$ cat src/design/scpr_pkg.sv
// Package for the second-chance page replacer: request/result structs and codes.
// No dependencies.
`timescale 1ns / 1ps
`default_nettype none
package scpr_pkg;
  localparam int unsigned COST_W = 30;
  localparam logic [COST_W-1:0] COST_MAX = {COST_W{1'b1}};
  localparam logic [5:0] FREED_MAX = 6'd63;

  typedef enum logic [1:0] {
    REG_HIT_COST    = 2'd0,
    REG_FAULT_COST  = 2'd1,
    REG_WFAULT_COST = 2'd2,
    REG_WB_COST     = 2'd3
  } reg_idx_e;

  typedef struct packed {
    logic        kind;
    logic [3:0]  process;
    logic [14:0] address;
    logic        is_write;
  } req_t;

  typedef struct packed {
    logic        hit;
    logic [7:0]  frame;
    logic        evicted;
    logic [3:0]  victim_process;
    logic [4:0]  victim_page;
    logic        victim_dirty;
    logic [5:0]  freed_count;
    logic [29:0] cost_ns;
  } res_t;

  typedef struct packed {
    logic [9:0]  hit_cost;
    logic [23:0] fault_cost;
    logic [23:0] write_fault_cost;
    logic [23:0] writeback_cost;
  } cfg_t;

  function automatic logic [COST_W-1:0] sat_add(input logic [COST_W-1:0] a,
                                                input logic [23:0] b);
    logic [COST_W:0] s;
    s = {1'b0, a} + {{(COST_W-23){1'b0}}, b};
    return s[COST_W] ? COST_MAX : s[COST_W-1:0];
  endfunction
endpackage
`default_nettype wire

$ cat src/design/scpr_cfg_regs.sv
// Cost configuration registers of the page replacer.
// Depends on scpr_pkg.
`timescale 1ns / 1ps
`default_nettype none
module scpr_cfg_regs import scpr_pkg::*; (
  input  wire logic        clk_i,
  input  wire logic        rst_ni,
  input  wire logic        cfg_we_i,
  input  wire logic [1:0]  cfg_idx_i,
  input  wire logic [23:0] cfg_data_i,
  output cfg_t             cfg_o
);
  cfg_t cfg_q;
  always_ff @(posedge clk_i or negedge rst_ni) begin
    if (!rst_ni) begin
      cfg_q.hit_cost         <= 10'd10;
      cfg_q.fault_cost       <= 24'd14000000;
      cfg_q.write_fault_cost <= 24'd14000000;
      cfg_q.writeback_cost   <= 24'd14000000;
    end else if (cfg_we_i) begin
      case (reg_idx_e'(cfg_idx_i))
        REG_HIT_COST:    cfg_q.hit_cost <= cfg_data_i[9:0];
        REG_FAULT_COST:  cfg_q.fault_cost <= cfg_data_i;
        REG_WFAULT_COST: cfg_q.write_fault_cost <= cfg_data_i;
        REG_WB_COST:     cfg_q.writeback_cost <= cfg_data_i;
        default: ;
      endcase
    end
  end
  assign cfg_o = cfg_q;
endmodule
`default_nettype wire

$ cat config.mk
export PLATFORM = sky130hd
export DESIGN_NAME = scpr_cfg_regs
export DESIGN_NICKNAME = d
export VERILOG_FILES = /design/src/design/scpr_pkg.sv /design/src/design/scpr_cfg_regs.sv
export SDC_FILE = /design/constraint.sdc
export NUM_CORES = 1
export LEC_CHECK = 0
export ABC_AREA = 1
export CAP_MARGIN = 20
export CORE_MARGIN = 2
export CORE_UTILIZATION = 60
export CTS_CLUSTER_DIAMETER = 120
export DETAILED_ROUTE_END_ITERATION = 8
export DONT_BUFFER_PORTS = 1
export GPL_ROUTABILITY_DRIVEN = 0
export GPL_TIMING_DRIVEN = 0
export PLACE_DENSITY = 0.84
export SYNTH_ARGS = -nofsm -noshare
export SYNTH_HDL_FRONTEND = slang
export SYNTH_SLANG_ARGS = --single-unit
$ cat constraint.sdc
create_clock -name clk_i -period 2.2 [get_ports clk_i]
set_clock_uncertainty 0.05 [all_clocks]
set_input_delay 0.55 -clock clk_i [delete_from_list [all_inputs] [get_ports clk_i]]
set_output_delay 0.55 -clock clk_i [all_outputs]
set_load 0.05 [all_outputs]
==> flow_summary.toml, run 1 <==
[floorplan]
die_h_um = 79.1
design.die.area_mm2 = 0.00626
ios = 111
coreArea_mm2 = 0.00547
start_util_pct = 61.9
die_x_um = 79.1
rows = 27

[cells_and_area]
largest_register_ffs = 82
finalNetCount = 407
final_cells = 455
drive_gt1_share_pct = 18.3
regArea_mm2 = 0.00210
fillerInstances = 463
area_growth_pct = 8.79
final_cell_area_mm2 = 0.00369
multiInputGateArea_mm2 = 0.00114
antenna_cells = 0

[setup_path]
critPathLaunchType = "flip-flop"
crit_path_end_kind = "output pin"
startpoint = "cfg_o[33]"
rr_startpoint = "cfg_o[18]"
path_class = "reg2out"
arrival_ns = 1.06
critPathRequiredTime_ns = 1.60
cp_max_fo = 2

[pwr]
seq_power_share_pct = 66.4
switching_share_pct = 40.9
pwr_density_cell_mw_per_mm2 = 1180
combPwrFrac_pct = 7.8
leakagePower_uw = 0.00184
p_switching_uw = 1780
ir_worst_vdd_mv = 0.638
intPower_uw = 2580
pwr-share-clk_pct = 25.8

[sta]
finalCritPeriodShare_pct = 75.4
finalHoldViolCount = 44
setup_viol_count_final = 0
finalCriticalPeriod_ns = 1.66
hold-worst-slack_ns = -0.155
relSlewSlack_pct = 65.2
fmax_ghz = 0.603
setup_tns_ns = 0
worst_pin_slew_ns = 0.522
slew_violations = 0
rsz0062_at_grt = "no"

[cts]
cts_buffers = 9
cts_resized = 0
clkLatencyLatePin_ns = 0.34
post_cts_buffers = 0
ctsLongestPathBuffers = 2
tritoncts = "built"
h-tree-depth = 3
clk_pin_slew_worst_paths_ns = 0.08
cts_root_buf = "clkbuf_8"
cts_sinks = 82

[routing]
via_per_inst = 6.15
drt_iter0_markers = 267
drc = 0
vias = 2798
drt-total-wl_um = 8720
detail_route.wl_per_cell_um = 19.2
dr.pass1.iters = 5
drtAntennaViolNets = 0

[global_routing]
antenna_found_initial = 0
track_usage_pct = 28.7
first_global_vias = 2665
grt_max_degree = 83
grt_pass1_wl_um = 13700
grt.overflow.total = 0

[synthesis]
yosysWarnings = 0
synth_cell_types = 9
synth_nets = 396
ys_ff_latch = 82
postSynthAreaPerCell_um2 = 9.23
synthesis.area_mm2 = 0.00339
syn_inst = 367
synth.yosys.seq_area_share_pct = 62.0

[status]
status = "finished with violations"
violations = "hold timing"

[place]
placed_cells = 439
io_buffers = 0
dpl_cell_area_mm2 = 0.00348
hpwl_um = 6090

[min_path]
min_path_type = "in2async"

[job]
cap_violations = 0
==> placed cells by master (no fill, tap or decap), drive strengths merged <==
master / synthesis / routed
nand3: 13 / 13
dfrtp: 44 / 44
nand2: 165 / 165
bufinv: 0 / 1
nand4: 72 / 72
buf: 18 / 18
dfstp: 38 / 38
inv: 2 / 2
nor2: 1 / 1
clkinv: 0 / 1
clkbuf: 14 / 28
==> metal layers <==
layer  part of all wire [%]  vias up  wire, um  GRT usage, %
li1                       -     1257         -             -
met1                     40     1373      3500          38.0
met2                     48      150      4230          45.7
met3                    9.3       18       815          7.61
met4                    2.1        0       186          11.2
met5                      0        -         0             0
==> cell families after synthesis <==
kind of cell	Yosys count	share of synthesized area, %
and+or+nand+nor	251	33.6
DFF	82	62.0
buffers and inverters	34	4.43
==> power groups by stage <==
stage / clock network, uW / registers, uW / logic [uW]
after global placement: 0 / 2910 / 318
after global routing: 1200 / 2920 / 401
final: 1130 / 2890 / 340
after floorplan: 0 / 2860 / 272
after detailed placement: 0 / 2920 / 341
after CTS: 1140 / 2890 / 341
==> stage by stage <==
stage	utilization, %	worst slack [ns]	power, uW
3_5_place_dp	63.6	0.518	3260
2_1_floorplan	-	0.763	3130
3_3_place_gp	63.6	0.577	3230
5_1_grt	67.4	0.524	4510
6_report	67.4	0.540	4360
4_1_cts	67.4	0.537	4370
==> layout make-up <==
class | count | area share [%]
buffer | 32 | 3.87
clock buffer | 14 | 4.68
clock inverter | 2 | 0.950
inverter | 2 | 0.204
multi-input combinational | 251 | 30.9
sequential | 82 | 57.0
tap | 72 | 2.44
==> path summary, 6_finish.rpt <==
check                      slack, ns        end  cells after the start
setup / recovery                0.54  cfg_o[33]                      0
min in group clk_i              0.27  cfg_o[75]                      2
max in group asynchronous       2.06  cfg_o[35]                      0
hold / removal                 -0.16  cfg_o[76]                      0
setup reg to reg                1.20  cfg_o[18]                      2
hold reg to reg                 0.54  cfg_o[66]                      2
==> synth_stat cells <==
cell	n	area, um^2
nand3_1	13	65.1
buf_2	18	90.1
nand4_1	72	450
dfstp_2	38	998
dfrtp_1	44	1100
clkbuf_1	14	52.6
nand2_1	165	619
nor2_1	1	3.75
inv_1	2	7.51
Note: power is estimated with default switching activity, not from simulation.
==> run 2: changes to the inputs <==
--- a/config.mk
+++ b/config.mk
@@ -8,13 +8,13 @@
 export ABC_AREA = 1
 export CAP_MARGIN = 20
 export CORE_MARGIN = 2
-export CORE_UTILIZATION = 60
+export CORE_UTILIZATION = 56
 export CTS_CLUSTER_DIAMETER = 120
 export DETAILED_ROUTE_END_ITERATION = 8
 export DONT_BUFFER_PORTS = 1
 export GPL_ROUTABILITY_DRIVEN = 0
 export GPL_TIMING_DRIVEN = 0
-export PLACE_DENSITY = 0.84
+export PLACE_DENSITY = 0.82
 export SYNTH_ARGS = -nofsm -noshare
 export SYNTH_HDL_FRONTEND = slang
 export SYNTH_SLANG_ARGS = --single-unit
==> constraint.sdc (replaced) <==
create_clock -name clk_i -period 1.4 [get_ports clk_i]
set_clock_uncertainty 0.05 [all_clocks]
set_input_delay 0.35 -clock clk_i [delete_from_list [all_inputs] [get_ports clk_i]]
set_output_delay 0.35 -clock clk_i [all_outputs]
set_load 0.05 [all_outputs]
==> run 2 against run 1 <==
  * Sequential power up 59%
  * Utilization down 3.4 points
  * The run ends with hold timing, setup timing left
  * Non-clock buffer count unchanged
  * First-iteration DRC count up 17%
  * Via count up 0.11%
  * Global-route usage down 1.1 points
==> flow_summary.toml, run 2 (synthesis gave the netlist of run 1 again) <==
[cts]
cts_root_buf = "clkbuf_8"
cts_buffers = 9
cts_sinks = 82
clkLatencyLatePin_ns = 0.35
clk_pin_slew_worst_paths_ns = 0.09
tritoncts = "built"
post_cts_buffers = 0
h-tree-depth = 3
ctsLongestPathBuffers = 2

[setup_path]
cp_max_fo = 2
crit_path_end_kind = "output pin"
startpoint = "cfg_o[71]"
rr_startpoint = "cfg_o[23]"
arrival_ns = 1.07
critPathRequiredTime_ns = 1.00
critPathLaunchType = "flip-flop"
path_class = "reg2out"

[job]
cap_violations = 0

[sta]
finalHoldViolCount = 82
setup_tns_ns = -1.97
fin_ws_ns = -0.0652
finalCriticalPeriod_ns = 1.47
relSlewSlack_pct = 67.6
rsz0062_at_grt = "yes"
slew_violations = 0
fmax_ghz = 0.683
finalCritPeriodShare_pct = 105
worst_pin_slew_ns = 0.486
hold-worst-slack_ns = -0.366
setup_viol_count_final = 38

[global_routing]
track_usage_pct = 27.7
first_global_vias = 2805
antenna_found_initial = 0
grt.overflow.total = 0
grt_max_degree = 83
grt_pass1_wl_um = 13800

[floorplan]
start_util_pct = 57.6
die_x_um = 81.8
ios = 111
die_h_um = 81.8
rows = 28
design.die.area_mm2 = 0.00669
coreArea_mm2 = 0.00589

[routing]
dr.pass1.iters = 5
drt_iter0_markers = 312
vias = 2801
via_per_inst = 6.12
drt-total-wl_um = 9000
drtAntennaViolNets = 0
detail_route.wl_per_cell_um = 19.6
drc = 0

[status]
status = "finished with violations"
violations = "hold timing, setup timing"

[cells_and_area]
area_growth_pct = 11.0
antenna_cells = 0
drive_gt1_share_pct = 30.3
layout_common_cells = "165 x nand2_1, 72 x nand4_1, 44 x dfrtp_2"
finalNetCount = 407
final_common_cell = "nand2_1"
finish.utilization_pct = 63.9
fillerInstances = 490
largest_register_ffs = 82

[place]
hpwl_um = 5990
io_buffers = 0

[pwr]
leakagePower_uw = 0.00178
ir_worst_vdd_mv = 0.933
pwr_density_cell_mw_per_mm2 = 1880
total_power_uw = 7080

[min_path]
min_path_type = "in2async"
[run 2: per-layer routing]
metal,vias to the layer above,part of all wire [%],global-route usage (%)
li1,1262,-,-
met1,1370,40,36.3
met2,150,48,41.8
met3,19,10,9.23
met4,0,2.4,12.7
met5,-,0,0
[run 2: worst paths after layout]
kind | to | slack, ns | depth (start not counted)
min | cfg_o[2] | -0.37 | 0
max | cfg_o[71] | -0.07 | 0
max reg2reg | cfg_o[23] | 0.38 | 2
min reg2reg | cfg_o[59] | 0.55 | 2
min in group clk_i | cfg_o[16] | 0.05 | 2
max in group asynchronous | cfg_o[57] | 1.44 | 0
[run 2: power breakdown]
part,internal [uW],switching (uW)
clock network,1020,914
logic,190,357
registers,2940,1660
total,4150,2930
[run 2: repair_timing]
item,CTS,global route
endpoints found under the setup margin,75,45
gates resized for setup,37,7
endpoints found under the hold margin,82,82
cloned,0,0
[run 2: layout make-up]
type,count,area [um^2],share of cell area [%]
well taps,75,93.8,2.49
clock inverters,7,101,2.69
clock buffers,9,124,3.29
inverters,2,7.51,0.200
flip-flops and latches,82,2150,57.3
plain buffers,32,143,3.79
multi-input cells,251,1140,30.3
[run 2: metrics by stage]
step	setup slack (ns)	hold slack (ns)	instances	cell area (um^2)
floorplan	0.163	0.00441	367	3390
global placement	-0.0668	0.00625	442	3480
detailed placement	-0.0609	0.00594	442	3480
CTS	-0.0764	-0.378	458	3750
global route	-0.0937	-0.389	458	3760
finish	-0.0652	-0.366	458	3760
==> run 3: changes to the inputs <==
--- a/config.mk
+++ b/config.mk
@@ -15,6 +15,7 @@
 export GPL_ROUTABILITY_DRIVEN = 0
 export GPL_TIMING_DRIVEN = 0
 export PLACE_DENSITY = 0.82
+export SKIP_CTS_REPAIR_TIMING = 1
 export SYNTH_ARGS = -nofsm -noshare
 export SYNTH_HDL_FRONTEND = slang
 export SYNTH_SLANG_ARGS = --single-unit
==> run 3 against run 2 <==
  * Maximum frequency rose by 0.26%
  * Worst setup slack improved by 0.0037 ns
  * Critical path type unchanged
  * Utilization is the same
  * The run still ends with hold timing, setup timing left
  * Critical endpoint is now cfg_o[20]
  * Critical path depth unchanged
  * Hold slack improved by 0.0071 ns
==> flow_summary.toml, run 3 (synthesis gave the netlist of run 1 again) <==
[floorplan]
die_x_um = 81.8
coreArea_mm2 = 0.00589
rows = 28
design.die.area_mm2 = 0.00669
start_util_pct = 57.6
die_h_um = 81.8
ios = 111

[routing]
drt_iter0_markers = 287
detail_route.wl_per_cell_um = 19.4
dr.pass1.iters = 5
via_per_inst = 6.11
drtAntennaViolNets = 0
drc = 0
drt-total-wl_um = 8900
vias = 2798

[sta]
fmax_ghz = 0.684
worst_pin_slew_ns = 0.488
relSlewSlack_pct = 67.5
slew_violations = 0
finalCritPeriodShare_pct = 104
setup_viol_count_final = 38
finalHoldViolCount = 82
fin_ws_ns = -0.0614
finalCriticalPeriod_ns = 1.46
rsz0062_at_grt = "yes"
hold-worst-slack_ns = -0.358

[setup_path]
rr_startpoint = "cfg_o[23]"
startpoint = "cfg_o[20]"
crit_path_end_kind = "output pin"
ff2ff_path_depth = 2
path_class = "reg2out"
cp_max_fo = 2
r2r_end = "cfg_o[23]"
r2r_slack_ns = 0.38
critPathRequiredTime_ns = 1.00
critPathLaunchType = "flip-flop"
arrival_ns = 1.06

[global_routing]
grt_max_degree = 83
grt_pass1_wl_um = 13300
antenna_found_initial = 0
first_global_vias = 2685
track_usage_pct = 26.6
grt.overflow.total = 0

[pwr]
pwr_density_cell_mw_per_mm2 = 1880
leakagePower_uw = 0.00178
ir_worst_vdd_mv = 0.932

[cts]
cts_sinks = 82
clk_pin_slew_worst_paths_ns = 0.09
cts_root_buf = "clkbuf_8"
clkLatencyLatePin_ns = 0.34
tritoncts = "built"
h-tree-depth = 3
ctsLongestPathBuffers = 2
cts_buffers = 9

[status]
status = "finished with violations"
violations = "hold timing, setup timing"

[place]
dpl_cell_area_mm2 = 0.00348
hpwl_um = 5990
placed_cells = 442
io_buffers = 0

[cells_and_area]
antenna_cells = 0
finalNetCount = 407
largest_register_ffs = 82
final_common_cell = "nand2_1"
final_cells = 458
drive_gt1_share_pct = 30.3
multiInputGateArea_mm2 = 0.00114
layout_common_cells = "165 x nand2_1, 72 x nand4_1, 44 x dfrtp_2"
area_growth_pct = 11.0
final_cell_area_mm2 = 0.00376
finish.utilization_pct = 63.9
regArea_mm2 = 0.00215
fillerInstances = 490

[min_path]
min_path_type = "in2async"

[job]
cap_violations = 0
[run 3: area by class of cell]
cell class / instances / share of cell area, %
Sequential cell: 82 / 57.3
Multi-Input combinational cell: 251 / 30.3
Buffer: 32 / 3.79
Clock buffer: 9 / 3.29
Clock inverter: 7 / 2.69
Tap cell: 75 / 2.49
Inverter: 2 / 0.200
[run 3: metal layers]
layer | part of all wire [%] | track usage, % | up-vias | routed length (um)
met3 | 10 | 7.80 | 15 | 909
met5 | 0 | 0 | - | 0
met4 | 1.8 | 11.3 | 0 | 160
li1 | - | - | 1265 | -
met2 | 49 | 40.8 | 157 | 4330
met1 | 39 | 35.5 | 1361 | 3490
[run 3: per-stage QoR]
stage | total power [uW] | setup slack (ns) | TNS (ns) | hold slack (ns)
2_1_floorplan | 4910 | 0.163 | 0 | 0.00441
3_3_place_gp | 5070 | -0.0668 | -1.36 | 0.00625
3_5_place_dp | 5120 | -0.0609 | -1.38 | 0.00594
4_1_cts | 7020 | -0.0764 | -2.89 | -0.378
5_1_grt | 7320 | -0.0932 | -2.90 | -0.389
6_report | 7060 | -0.0614 | -1.76 | -0.358
[run 3: how the worst max path moves through the flow]
stage                           end  cells after the start  slack, ns
final                     cfg_o[20]                      0      -0.06
after global routing      cfg_o[16]                      0      -0.09
after CTS                 cfg_o[42]                      0      -0.08
after detailed placement   cfg_o[6]                      5      -0.06
after global placement    cfg_o[38]                      6      -0.07
after floorplan           cfg_o[51]                      6       0.16
[run 3: power by group]
| part | leakage (uW) | switching [uW] | internal [uW] |
|---|---|---|---|
| clock | 0.000106 | 903 | 1020 |
| combinational | 0.000784 | 353 | 190 |
| sequential | 0.000893 | 1660 | 2940 |
| total | 0.00178 | 2910 | 4150 |
